[config.mk]
export PLATFORM = sky130hd
export DESIGN_NAME = short_filename_formatter
export DESIGN_NICKNAME = d
export VERILOG_FILES = /design/src/hdl/sfnf_pkg.sv /design/src/hdl/short_filename_formatter.sv /design/src/hdl/sfnf_parser.sv
export SDC_FILE = /design/constraint.sdc
export NUM_CORES = 1
export LEC_CHECK = 0
export ABC_AREA = 1
export BUFFER_PORTS_ARGS = -buffer_cell sky130_fd_sc_hd__buf_2
export CORE_MARGIN = 1
export CORE_UTILIZATION = 40
export DETAILED_ROUTE_END_ITERATION = 8
export SETUP_SLACK_MARGIN = 0.5
export SYNTH_ARGS = -nofsm -noshare
export SYNTH_HDL_FRONTEND = slang
export SYNTH_HIERARCHICAL = 1
export SYNTH_SLANG_ARGS = --single-unit
[constraint.sdc]
create_clock -name clk -period 8.7 [get_ports clk]
set_clock_uncertainty 0.15 [all_clocks]
set_input_delay 2.61 -clock clk [delete_from_list [all_inputs] [get_ports clk]]
set_output_delay 2.61 -clock clk [all_outputs]
set_load 0.05 [all_outputs]
[src/hdl/sfnf_pkg.sv]
`default_nettype none

package sfnf_pkg;

  // Formatted directory name length and fixed characters
  localparam int          SNAME_LEN  = 11;
  localparam int          CNT_W      = $clog2(SNAME_LEN + 1);
  localparam logic [7:0]  PAD_CHAR   = 8'h20;
  localparam logic [7:0]  SUBST_CHAR = 8'h5F;
  localparam logic [7:0]  DOT_CHAR   = 8'h2E;
  localparam logic [7:0]  NUL_CHAR   = 8'h00;
  localparam logic [7:0]  DEL_MARK   = 8'hE5;
  localparam logic [7:0]  DEL_ESC    = 8'h05;

  typedef struct packed {
    logic [7:0] name_byte;
    logic       is_last;
  } in_word_t;

  typedef struct packed {
    logic [7:0] out_byte;
    logic       out_last;
  } out_word_t;

  // Byte 0 of the name sits in the low lane
  typedef logic [SNAME_LEN-1:0][7:0] name_buf_t;

  function automatic logic is_allowed(input logic [7:0] b);
    logic ok;
    begin
      ok = 1'b0;
      if ((b >= 8'h41 && b <= 8'h5A) || (b >= 8'h30 && b <= 8'h39)) begin
        ok = 1'b1;
      end
      unique case (b)
        8'h21, 8'h23, 8'h24, 8'h25, 8'h26, 8'h27, 8'h28, 8'h29,
        8'h2D, 8'h40, 8'h5E, 8'h5F, 8'h60, 8'h7B, 8'h7D, 8'h7E: ok = 1'b1;
        default: ;
      endcase
      return ok;
    end
  endfunction

  function automatic logic [7:0] map_char(input logic [7:0] b);
    logic [7:0] r;
    begin
      priority if (b == DEL_MARK) begin
        r = DEL_ESC;
      end else if (b[7] || is_allowed(b)) begin
        r = b;
      end else if (b >= 8'h61 && b <= 8'h7A) begin
        r = b - 8'h20;
      end else begin
        r = SUBST_CHAR;
      end
      return r;
    end
  endfunction

endpackage

`default_nettype wire

[src/hdl/short_filename_formatter.sv]
// Short file name formatter: raw file name in, FAT 8.3 directory name out.
//
// Input channel (name_valid / name_stall / name_word): one name byte per
// word, is_last set on the final byte. A byte is taken at a rising edge
// with name_valid high and name_stall low.
// Output channel (entry_valid / entry_stall / entry_word): eleven words per
// name, space padded, out_last set on the eleventh.
//
// Output: the last name byte is registered in the input register, then
// loaded into the emit register once it is free; the words then follow
// one per cycle while not stalled. Throughput: one name byte per cycle while
// name_stall is low. Each name is shifted out word by word on the emit shift
// register; a second name is parsed while the previous one is still being
// shifted out.
// Reset (rst, synchronous): parse state cleared to an all-space buffer,
// input register and emit register emptied.
// Receiver stall: the emit word holds; once the input register holds a
// last byte that cannot hand off its name, name_stall rises until the emit
// register drains.
`default_nettype none

module short_filename_formatter #(
  parameter int NAME_CHARS = 8,
  parameter int EXT_CHARS  = 3
) (
  input  wire logic                clk,
  input  wire logic                rst,
  input  wire logic                name_valid,
  output      logic                name_stall,
  input  wire sfnf_pkg::in_word_t  name_word,
  output      logic                entry_valid,
  input  wire logic                entry_stall,
  output      sfnf_pkg::out_word_t entry_word
);

  // input register
  logic                          in_full;
  sfnf_pkg::in_word_t            in_q;
  logic                          take;

  // emit shift register
  sfnf_pkg::name_buf_t           emit_buf;
  logic [sfnf_pkg::CNT_W-1:0]    emit_cnt;
  logic                          emit_free;
  logic                          load;
  sfnf_pkg::name_buf_t           image;

  // emitter can take a new name when empty or on its final accepted word
  assign emit_free = (emit_cnt == '0) ||
                     (emit_cnt == sfnf_pkg::CNT_W'(1) && !entry_stall);
  assign take       = in_full && (!in_q.is_last || emit_free);
  assign load       = take && in_q.is_last;
  assign name_stall = in_full && !take;

  always_ff @(posedge clk) begin
    if (rst) begin
      in_full <= 1'b0;
    end else if (!name_stall) begin
      in_full <= name_valid;
    end
  end

  always_ff @(posedge clk) begin
    if (!name_stall) begin
      in_q <= name_word;
    end
  end

  sfnf_parser #(
    .NAME_CHARS(NAME_CHARS),
    .EXT_CHARS (EXT_CHARS)
  ) u_parser (
    .clk  (clk),
    .rst  (rst),
    .take (take),
    .word (in_q),
    .image(image)
  );

  always_ff @(posedge clk) begin
    if (rst) begin
      emit_cnt <= '0;
    end else if (load) begin
      emit_cnt <= sfnf_pkg::CNT_W'(sfnf_pkg::SNAME_LEN);
    end else if (entry_valid && !entry_stall) begin
      emit_cnt <= emit_cnt - 1'b1;
    end
  end

  always_ff @(posedge clk) begin
    if (load) begin
      emit_buf <= image;
    end else if (entry_valid && !entry_stall) begin
      emit_buf <= {sfnf_pkg::PAD_CHAR, emit_buf[sfnf_pkg::SNAME_LEN-1:1]};
    end
  end

  assign entry_valid         = (emit_cnt != '0);
  assign entry_word.out_byte = emit_buf[0];
  assign entry_word.out_last = (emit_cnt == sfnf_pkg::CNT_W'(1));

endmodule

`default_nettype wire

[src/hdl/sfnf_parser.sv]
`default_nettype none

// Parse state and 11-byte name buffer; one byte per take.
module sfnf_parser #(
  parameter int NAME_CHARS = 8,
  parameter int EXT_CHARS  = 3
) (
  input  wire logic              clk,
  input  wire logic              rst,
  input  wire logic              take,
  input  wire sfnf_pkg::in_word_t word,
  output sfnf_pkg::name_buf_t    image
);

  localparam int LIMIT_MAX = (NAME_CHARS > EXT_CHARS) ? NAME_CHARS : EXT_CHARS;
  localparam int POS_W     = $clog2(LIMIT_MAX + 1);
  localparam int IDX_W     = $clog2(NAME_CHARS + LIMIT_MAX + 1);

  localparam logic [2:0] PH_FIRST = 3'd0;
  localparam logic [2:0] PH_DOT   = 3'd1;
  localparam logic [2:0] PH_NLEAD = 3'd2;
  localparam logic [2:0] PH_NAME  = 3'd3;
  localparam logic [2:0] PH_XLEAD = 3'd4;
  localparam logic [2:0] PH_EXT   = 3'd5;
  localparam logic [2:0] PH_SKIP  = 3'd6;

  sfnf_pkg::name_buf_t name_buf;
  sfnf_pkg::name_buf_t name_buf_next;
  logic [2:0]          phase;
  logic [2:0]          phase_next;
  logic [POS_W-1:0]    pos;
  logic [POS_W-1:0]    pos_next;
  logic [2:0]          eff;
  logic                put_en;
  logic [IDX_W-1:0]    put_base;
  logic [POS_W-1:0]    put_limit;
  logic [IDX_W-1:0]    idx;
  logic [7:0]          b;

  assign b = word.name_byte;

  always_comb begin
    name_buf_next = name_buf;
    phase_next    = phase;
    pos_next      = pos;
    put_en        = 1'b0;
    put_base      = '0;
    put_limit     = '0;
    eff           = (phase == PH_FIRST) ? PH_NLEAD : phase;

    priority if (phase == PH_FIRST && b == sfnf_pkg::DOT_CHAR) begin
      name_buf_next[0] = sfnf_pkg::DOT_CHAR;
      phase_next       = PH_DOT;
    end else if (phase == PH_DOT) begin
      if (b == sfnf_pkg::DOT_CHAR) begin
        name_buf_next[1] = sfnf_pkg::DOT_CHAR;
      end
      phase_next = PH_SKIP;
    end else if (eff >= PH_SKIP || b == sfnf_pkg::NUL_CHAR) begin
      phase_next = PH_SKIP;
    end else if (eff == PH_NLEAD || eff == PH_NAME) begin
      priority if (b == sfnf_pkg::DOT_CHAR) begin
        phase_next = PH_XLEAD;
        pos_next   = '0;
      end else if (eff == PH_NLEAD && b == sfnf_pkg::PAD_CHAR) begin
        phase_next = PH_NLEAD;
      end else begin
        phase_next = PH_NAME;
        put_en     = 1'b1;
        put_limit  = POS_W'(NAME_CHARS);
      end
    end else begin
      if (eff == PH_XLEAD && b == sfnf_pkg::PAD_CHAR) begin
        phase_next = PH_XLEAD;
      end else begin
        phase_next = PH_EXT;
        put_en     = 1'b1;
        put_base   = IDX_W'(NAME_CHARS);
        put_limit  = POS_W'(EXT_CHARS);
      end
    end

    // characters past the part limit or past the buffer are dropped
    idx = put_base + IDX_W'(pos);
    if (put_en && pos < put_limit) begin
      for (int i = 0; i < sfnf_pkg::SNAME_LEN; i++) begin
        if (idx == IDX_W'(i)) begin
          name_buf_next[i] = sfnf_pkg::map_char(b);
        end
      end
      pos_next = pos + 1'b1;
    end
  end

  assign image = name_buf_next;

  always_ff @(posedge clk) begin
    if (rst || (take && word.is_last)) begin
      name_buf <= {sfnf_pkg::SNAME_LEN{sfnf_pkg::PAD_CHAR}};
      phase    <= PH_FIRST;
      pos      <= '0;
    end else if (take) begin
      name_buf <= name_buf_next;
      phase    <= phase_next;
      pos      <= pos_next;
    end
  end

endmodule

`default_nettype wire

==> results of run 1 <==
==> metal layers <==
metal	wire (µm)	track usage (%)	share of wire [%]
met1	11200	23.6	48
met2	10700	31.7	46
met3	909	3.41	3.9
met4	320	4.97	1.4
met5	0	0	0
==> flip-flops by register name, summed over array words and instances (netlist names) <==
register           flops
entry_word             8
emit_buf              80
in_full                1
emit_cnt               4
in_q                   9
u_parser/phase         3
u_parser/pos           4
u_parser/name_buf     88
==> worst paths after layout <==
kind	slack, ns	endpoint	cells past startpoint
setup / recovery	2.11	name_stall	8
hold / removal	0.32	u_parser/phase[1]	2
setup reg to reg	4.69	emit_buf[65]	14
hold reg to reg	0.32	u_parser/phase[1]	2
==> cell families after synthesis <==
kind of cell / after synthesis
xor+xnor: 3
fa+ha+maj: 12
buf+inv: 254
compound gates: 101
simple gates: 892
flops: 197
==> power groups by stage <==
stage / Combinational (µW) / Clock, µW / Sequential (µW)
3_5_place_dp: 1240 / 0 / 1560
3_3_place_gp: 1220 / 0 / 1550
5_1_grt: 1410 / 847 / 1570
4_1_cts: 1240 / 811 / 1540
6_report: 1230 / 792 / 1530
2_1_floorplan: 1010 / 0 / 1540
==> synthesized netlist by cell type, types with 5 or more instances <==
master	number
nand3_2	5
nand3_1	91
inv_2	12
a21oi_1	46
buf_6	10
buf_4	19
nand2_2	7
nor2_1	149
o21ai_1	8
nor2_2	10
nand3_4	8
edfxtp_1	97
ha_1	12
nand4_1	7
inv_1	172
clkbuf_1	26
o21ai_0	43
nand2_1	602
dfxtp_1	100
==> through the flow <==
step	util, %	area, µm²	power, µW
after floorplan	-	10500	2550
after global placement	42.0	10700	2770
after detailed placement	42.0	10700	2790
after CTS	44.3	11200	3590
after global routing	44.3	11200	3820
final	44.3	11200	3550
==> final cells by class <==
class | instances | area [µm²] | share of cell area (%)
inverter | 188 | 714 | 6.35
multi-input combinational | 1008 | 4450 | 39.5
tap | 330 | 413 | 3.67
timing repair buffer | 31 | 175 | 1.56
sequential | 197 | 4910 | 43.7
clock inverter | 15 | 156 | 1.39
clock buffer | 17 | 425 | 3.78
==> worst min-delay path: stages, from the launching register on <==
cell and delay, ns:
dfxtp_1 0.31, nand2_1 0.06, a21oi_1 0.06
==> impl_metrics.env, run 1 <==
export IMPL_outcome="completed"
export IMPL_swShare_pct=38.2
export IMPL_clk_pin_slew_ns=0.07
export IMPL_critPathMaxFanout=11
export IMPL_seq_area_frac_synth_pct=46.9
export IMPL_cts_num_sinks=197
export IMPL_internal_power_uw=2190
export IMPL_synth_top_area_share_pct=27.8
export IMPL_slew_limit_headroom_pct=31.5
export IMPL_io_buffers=23
export IMPL_dieArea_mm2=0.0268
export IMPL_power_clock_fraction_pct=22.3
export IMPL_synth_top_family_by_area="simple AND/OR/NAND/NOR gates"
export IMPL_dp_cells=1754
export IMPL_synth_largest_area_cell="edfxtp_1"
export IMPL_async_flop_share_pct=0
export IMPL_fin_setup_tns_ns=0
export IMPL_drcViolationCount=0
export IMPL_slowest_delay_ns=0.38
export IMPL_syn_to_final_growth_pct=7.36
export IMPL_place_gp_congestion=0.851
export IMPL_cp_arrival_ns=3.83
export IMPL_cp_start_kind="input pin"
export IMPL_syn_inst=1459
export IMPL_fmax_mhz=152
export IMPL_vias=8542
export IMPL_synth_seq_cells=197
export IMPL_synth_cell_types=37
export IMPL_syn_num_nets=1484
export IMPL_dp_worst_setup_slack_ns=2.09
export IMPL_power_density_mw_per_mm2=316
export IMPL_crit_start="entry_stall"
export IMPL_tightest_slew_ns=1.03
export IMPL_wl_per_cell_um=12.9
export IMPL_fin_cells=1786
export IMPL_antenna_found_initial=0
export IMPL_via_per_inst=4.78
export IMPL_synth_area_top_cells="edfxtp_1 (28%), nand2_1 (22%), dfxtp_1 (19%), inv_1 (6.2%), nor2_1 (5.3%)"
export IMPL_p_comb_share_pct=34.5
export IMPL_die_w_um=164
export IMPL_io_pins=24
export IMPL_cts_root_buffer="clkbuf_16"
export IMPL_antennaDiodeCount=0
export IMPL_critical_path_top_delay_family="buffers and inverters"
export IMPL_start_util_pct=41.2
export IMPL_cap_violations=0
export IMPL_postCtsHoldBufs=0
export IMPL_fin_nets=1468
export IMPL_post_cts_buffers=0
export IMPL_p_sw_uw=1360
export IMPL_synth_area_per_cell_um2=7.18
export IMPL_crit_top_cell="inv_1"
export IMPL_insertion_delay_ns=0.44
export IMPL_dp_hpwl_um=14000
export IMPL_synthAdderAreaFrac_pct=1.43
export IMPL_rsz0062_at_grt="false"
export IMPL_crit_chain="buf_2 -> inv_1 -> nand3_1 -> nand2_1 -> inv_1 -> nand3_1 -> inv_1 -> buf_2"
export IMPL_final_cell_mix="nand2_1 (601), inv_1 (172), nor2_1 (149)"
export IMPL_die_y_um=164
export IMPL_cts_buffers_inserted=17
export IMPL_fill_cells=2596
export IMPL_ys_flop_type="dfxtp_1"
export IMPL_seq_power_share_pct=43.2
export IMPL_first_iter_violations=577
export IMPL_grt_pass1_wl_um=39000
export IMPL_path_buf_inv=5
export IMPL_cp_end_kind="output port"
export IMPL_rows=58
export IMPL_setup_ws_ns=2.11
export IMPL_min_delay_start="u_parser/phase[1]"
export IMPL_period_share_pct=75.8
export IMPL_core_mm2=0.0254
export IMPL_drt_first_pass_iters=4
export IMPL_synth_edf_count=97
export IMPL_h_tree_depth=4
export IMPL_hold_viol_final=0
export IMPL_period_minus_slack_ns=6.59
export IMPL_slew_viol_final=0
export IMPL_ant_nets=0
export IMPL_hold_slack_ns=0.317
export IMPL_min_path_type="register to register"
export IMPL_grt_pass1_vias=7941
export IMPL_reg2reg_from="in_q[6]"
export IMPL_overflow=0
export IMPL_power_leakage_uw=0.00569
export IMPL_crit_slowest_cell="nand3_1"
export IMPL_clock_path_buffers=2
export IMPL_yosys_area_share_simple_pct=35.5
export IMPL_drt_wl_total_um=23100
export IMPL_cts_tree="done"
export IMPL_synth_compound_area_share_pct=4.97
export IMPL_yosysWarningCount=6
export IMPL_final_common_cell="nand2_1"
export IMPL_drive_gt1_share_pct=7.97
export IMPL_grt_total_usage_pct=18.4
export IMPL_vdd_drop_max_mv=0.171
export IMPL_required_ns=5.94
export IMPL_cts_repair_resized=0
export IMPL_synth_mux_area_share_pct=0
export IMPL_synth_xor_area_share_pct=0.251
export IMPL_grt_max_degree=81
export IMPL_critical_path_class="input pin to output port"
export IMPL_synth_area_mm2=0.0105
export IMPL_setup_viol=0
(Power assumes the default switching activity.)
==> run 2, diff against run 1 <==
ABC_AREA = 0   (was 1)
clock period = 5.4 ns   (was 8.7 ns; I/O delays follow)
==> run 2 against run 1 <==
Design area is 2.9% lower. Sequential power rose by 46%. Utilization increased by 0.087 points. First-iteration DRC count fell by 18%. Setup slack lost 1.3 ns. Synthesized cell count is 36% lower. Die area down 3.2%. Register-to-register slack got worse by 3.9 ns. Global-route usage fell by 0.77 points. Critical path type is now register to register. Largest cell class unchanged. Largest power group unchanged.
==> impl_metrics.env, run 2 <==
export IMPL_cp_start_kind="register"
export IMPL_fin_setup_tns_ns=0
export IMPL_clock_path_buffers=2
export IMPL_syn_inst=937
export IMPL_clk_pin_slew_ns=0.07
export IMPL_cts_repair_resized=0
export IMPL_drcViolationCount=0
export IMPL_seq_power_share_pct=44.7
export IMPL_crit_chain="or4_4 -> or3_1 -> nand3b_1 -> inv_1 -> ha_1 -> or4b_1 -> a2111oi_0 -> nand2_2 -> mux2_2 -> mux2_4"
export IMPL_power_leakage_uw=0.00417
export IMPL_min_path_type="register to register"
export IMPL_slew_viol_final=0
export IMPL_antennaDiodeCount=0
export IMPL_critPathMaxFanout=16
export IMPL_drt_wl_total_um=22300
export IMPL_core_mm2=0.0246
export IMPL_period_share_pct=85.8
export IMPL_final_common_cell="dfxtp_1"
export IMPL_synth_area_top_cells="edfxtp_1 (29%), dfxtp_1 (20%), mux2_4 (9.2%), o21ai_0 (4.5%), mux2_2 (4.3%)"
export IMPL_first_iter_violations=473
export IMPL_io_buffers=23
export IMPL_slew_limit_headroom_pct=20.0
export IMPL_vias=6947
export IMPL_regMostFlops="u_parser/name_buf"
export IMPL_period_minus_slack_ns=4.64
export IMPL_required_ns=5.44
export IMPL_setup_viol=0
export IMPL_h_tree_depth=4
export IMPL_dp_hpwl_um=14100
export IMPL_async_flop_share_pct=0
export IMPL_vdd_drop_max_mv=0.271
export IMPL_synth_most_common_cell="dfxtp_1"
export IMPL_dp_worst_setup_slack_ns=0.683
export IMPL_wl_per_cell_um=18.0
export IMPL_dieArea_mm2=0.0260
export IMPL_synth_top_area_share_pct=28.7
export IMPL_internal_power_uw=3350
export IMPL_dp_cells=1208
export IMPL_cp_end_kind="register"
export IMPL_grt_pass1_vias=6715
export IMPL_ys_flop_type="dfxtp_1"
export IMPL_swShare_pct=33.2
export IMPL_grt_total_usage_pct=17.7
export IMPL_drive_gt1_share_pct=22.5
export IMPL_setup_ws_ns=0.764
export IMPL_top_regs="u_parser/name_buf x88, emit_buf x80, in_q x9"
export IMPL_cts_root_buffer="clkbuf_16"
export IMPL_outcome="completed"
export IMPL_synth_largest_area_cell="edfxtp_1"
export IMPL_drt_first_pass_iters=5
export IMPL_fill_cells=2319
export IMPL_start_util_pct=41.2
export IMPL_synth_seq_cells=197
export IMPL_overflow=0
export IMPL_crit_slowest_cell="or4_4"
export IMPL_die_y_um=161
export IMPL_fin_cells=1240
export IMPL_die_w_um=161
export IMPL_hold_viol_final=0
export IMPL_cts_tree="done"
export IMPL_synth_edf_count=97
export IMPL_synth_area_mm2=0.0101
export IMPL_cp_arrival_ns=4.67
export IMPL_p_sw_uw=1670
export IMPL_place_gp_congestion=0.882
export IMPL_tightest_slew_ns=1.20
export IMPL_syn_to_final_growth_pct=7.66
export IMPL_grt_max_degree=84
export IMPL_critical_path_class="register to register"
export IMPL_yosysWarningCount=6
export IMPL_largest_reg_flops=88
export IMPL_power_clock_fraction_pct=24.8
export IMPL_p_comb_share_pct=30.4
export IMPL_final_cell_mix="dfxtp_1 (100), edfxtp_1 (97), o21ai_0 (91)"
export IMPL_power_density_mw_per_mm2=459
export IMPL_slowest_delay_ns=0.66
export IMPL_fin_nets=928
export IMPL_synth_area_per_cell_um2=10.8
export IMPL_seq_area_frac_synth_pct=48.5
export IMPL_rsz0062_at_grt="false"
export IMPL_antenna_found_initial=0
export IMPL_syn_num_nets=962
export IMPL_postCtsHoldBufs=0
export IMPL_insertion_delay_ns=0.43
export IMPL_ant_nets=0
export IMPL_cap_violations=0
export IMPL_fmax_mhz=216
export IMPL_io_pins=24
export IMPL_cts_buffers_inserted=17
export IMPL_grt_pass1_wl_um=36300
export IMPL_via_per_inst=5.60
export IMPL_synth_top_cells_by_count="dfxtp_1 (100), edfxtp_1 (97), o21ai_0 (91), a21oi_1 (81), nand2_1 (70)"
export IMPL_cts_num_sinks=197
export IMPL_post_cts_buffers=0
export IMPL_p_total_uw=5010
export IMPL_synth_cell_types=76
export IMPL_rows=57
[run 2: logic make-up (layout without fill, tap and decap cells)]
logic type,Yosys count,count (layout),share of synthesized area [%]
xor gates and xnor gates,4,4,0.346
buffers and inverters,110,89,5.71
adders and majority gates,12,12,1.48
AOI/OAI and AO/OA,267,267,16.0
and+or+nand+nor,228,228,12.7
muxes,119,119,15.3
DFF,197,197,48.5
[run 2: metal layers]
layer	share of wire, %	GRT usage (%)
met5	0	0
met3	5.1	4.11
met2	47	29.0
met4	1.1	4.59
met1	47	23.4
[run 2: critical path, delay by kind of cell (launching register included)]
family          cells  cell delay (ns)
compound gates      1             0.62
fa+ha+maj           1             0.29
buf+inv             1             0.06
flops               1             0.54
mux                 2             0.61
simple gates        5             2.12
[run 2: final cells by class]
cell class | count | area (µm²) | area share [%]
inverter | 14 | 52.6 | 0.481
tap | 324 | 405 | 3.71
clock inverter | 15 | 149 | 1.36
multi-input combinational | 630 | 4690 | 43.0
clock buffer | 17 | 425 | 3.90
timing repair buffer | 43 | 278 | 2.54
sequential | 197 | 4910 | 45.0
[run 2: path summary, 6_finish.rpt]
check | startpoint | to | slack (ns) | cells after the start
setup / recovery | in_q[4] | emit_buf[54] | 0.76 | 10
hold / removal | u_parser/name_buf[12] | u_parser/name_buf[12] | 0.34 | 2
setup reg to reg | in_q[4] | emit_buf[54] | 0.76 | 10
hold reg to reg | u_parser/name_buf[12] | u_parser/name_buf[12] | 0.34 | 2
[run 2: power by group through the flow]
stage	Sequential, µW	Combinational [µW]	Clock, µW
CTS	2250	1540	1280
finish	2240	1520	1250
detailed placement	2280	1530	0
floorplan	2220	1240	0
global placement	2280	1520	0
global route	2280	1650	1330
[run 2: per-stage QoR]
step	area, µm²	utilization, %	hold slack (ns)
floorplan	10100	-	0.304
global placement	10300	42.0	0.317
detailed placement	10300	42.0	0.326
CTS	10900	44.3	0.335
global route	10900	44.4	0.348
finish	10900	44.4	0.335
==> run 3, diff against run 2 <==
ABC_AREA = 1   (was 0)
clock period = 5.9 ns   (was 5.4 ns; I/O delays follow)
==> run 3 against run 2 <==
First-iteration DRC count rose by 12%. Design area rose by 2.7%. Utilization fell by 0.21 points. Global-route usage rose by 0.54 points. Non-clock buffer count fell by 12. Sequential share of layout area fell by 1.2 points. Combinational power rose by 18%. Via count rose by 21%. Final cell count rose by 44%. Critical path type is now input pin to output port. Critical endpoint is now name_stall.
==> impl_metrics.env, run 3 (synthesized netlist as in run 1, its figures left out) <==
export IMPL_outcome="completed"
export IMPL_fin_nets=1468
export IMPL_cap_violations=0
export IMPL_rsz0062_at_grt="false"
export IMPL_grt_pass1_vias=7582
export IMPL_cts_buffers_inserted=17
export IMPL_die_y_um=164
export IMPL_postCtsHoldBufs=0
export IMPL_cts_repair_resized=0
export IMPL_regMostFlops="u_parser/name_buf"
export IMPL_insertion_delay_ns=0.44
export IMPL_slew_viol_final=0
export IMPL_power_leakage_uw=0.00568
export IMPL_antenna_found_initial=0
export IMPL_period_share_pct=83.5
export IMPL_placed_area_mm2=0.0107
export IMPL_cp_end_kind="output port"
export IMPL_rows=58
export IMPL_grt_total_usage_pct=18.2
export IMPL_ant_nets=0
export IMPL_cp_start_kind="input pin"
export IMPL_io_pins=24
export IMPL_crit_top_cell="inv_1"
export IMPL_path_buf_inv=5
export IMPL_wl_per_cell_um=12.8
export IMPL_drcViolationCount=0
export IMPL_period_minus_slack_ns=4.92
export IMPL_critPathMaxFanout=11
export IMPL_place_gp_congestion=0.842
export IMPL_critical_path_class="input pin to output port"
export IMPL_post_cts_buffers=0
export IMPL_overflow=0
export IMPL_h_tree_depth=4
export IMPL_fmax_mhz=203
export IMPL_cts_root_buffer="clkbuf_16"
export IMPL_crit_chain="buf_2 -> inv_1 -> nand3_1 -> nand2_1 -> inv_1 -> nand3_1 -> inv_1 -> buf_2"
export IMPL_slew_limit_headroom_pct=29.7
export IMPL_die_w_um=164
export IMPL_via_per_inst=4.72
export IMPL_vias=8435
export IMPL_hold_viol_final=0
export IMPL_first_iter_violations=529
export IMPL_setup_viol=0
export IMPL_clk_pin_slew_ns=0.06
export IMPL_dp_hpwl_um=13800
export IMPL_critical_path_top_delay_family="buffers and inverters"
export IMPL_required_ns=3.98
export IMPL_vdd_drop_max_mv=0.283
export IMPL_crit_slowest_cell="nand3_1"
export IMPL_power_density_mw_per_mm2=459
export IMPL_tightest_slew_ns=1.05
export IMPL_cts_tree="done"
export IMPL_clock_path_buffers=2
export IMPL_core_mm2=0.0254
export IMPL_dieArea_mm2=0.0268
export IMPL_drt_first_pass_iters=5
export IMPL_final_cell_mix="nand2_1 (601), inv_1 (172), nor2_1 (149)"
export IMPL_io_buffers=23
export IMPL_drive_gt1_share_pct=7.90
export IMPL_cp_arrival_ns=3.00
export IMPL_fin_setup_tns_ns=0
export IMPL_r2r_setup_slack_ns=1.86
export IMPL_grt_pass1_wl_um=38200
export IMPL_cts_num_sinks=197
export IMPL_final_area_mm2=0.0112
export IMPL_final_common_cell="nand2_1"
export IMPL_start_util_pct=41.2
export IMPL_largest_reg_flops=88
export IMPL_grt_max_degree=81
export IMPL_syn_to_final_growth_pct=7.06
export IMPL_slowest_delay_ns=0.38
export IMPL_drt_wl_total_um=22800
export IMPL_top_regs="u_parser/name_buf x88, emit_buf x80, in_q x9"
export IMPL_min_path_type="register to register"
export IMPL_antennaDiodeCount=0
run 3: final timing paths:
kind                         startpoint                    end  cells after the start
setup / recovery            entry_stall             name_stall                      8
hold / removal    u_parser/name_buf[61]  u_parser/name_buf[61]                      2
setup reg to reg                in_q[6]           emit_buf[68]                     14
hold reg to reg   u_parser/name_buf[61]  u_parser/name_buf[61]                      2
run 3: final cells by class:
| class | instances | area [µm²] |
|---|---|---|
| Timing Repair Buffer | 31 | 188 |
| Tap cell | 330 | 413 |
| Sequential cell | 197 | 4910 |
| Inverter | 188 | 714 |
| Fill cell | 2602 | 14200 |
| Clock inverter | 10 | 73.8 |
| Clock buffer | 22 | 464 |
| Multi-Input combinational cell | 1008 | 4450 |
run 3: stage by stage:
step                setup WS (ns)  instances  hold slack, ns  power (µW)  util (%)
CTS                         0.949       1786           0.325        5220      44.2
floorplan                    1.02       1459           0.293        3770         -
global placement            0.989       1754           0.300        4080      42.0
global route                0.791       1786           0.345        5560      44.2
finish                      0.975       1786           0.320        5150      44.2
detailed placement          0.954       1754           0.309        4120      42.0
run 3: worst min-delay path, cell delays in order, from the launching register on:
cell,delay [ns]
dfxtp_1,0.32
a21oi_1,0.06
o21ai_0,0.06
run 3: power breakdown:
group	internal [µW]	switching, µW
registers	2090	173
logic	521	1280
clock network	566	519
run 3: per-layer routing:
metal / vias to the layer above / GRT usage (%) / wire, µm
met5: - / 0 / 0
li1: 4488 / - / -
met3: 20 / 3.76 / 994
met1: 3794 / 23.7 / 10900
met4: 0 / 5.47 / 354
met2: 133 / 30.3 / 10600
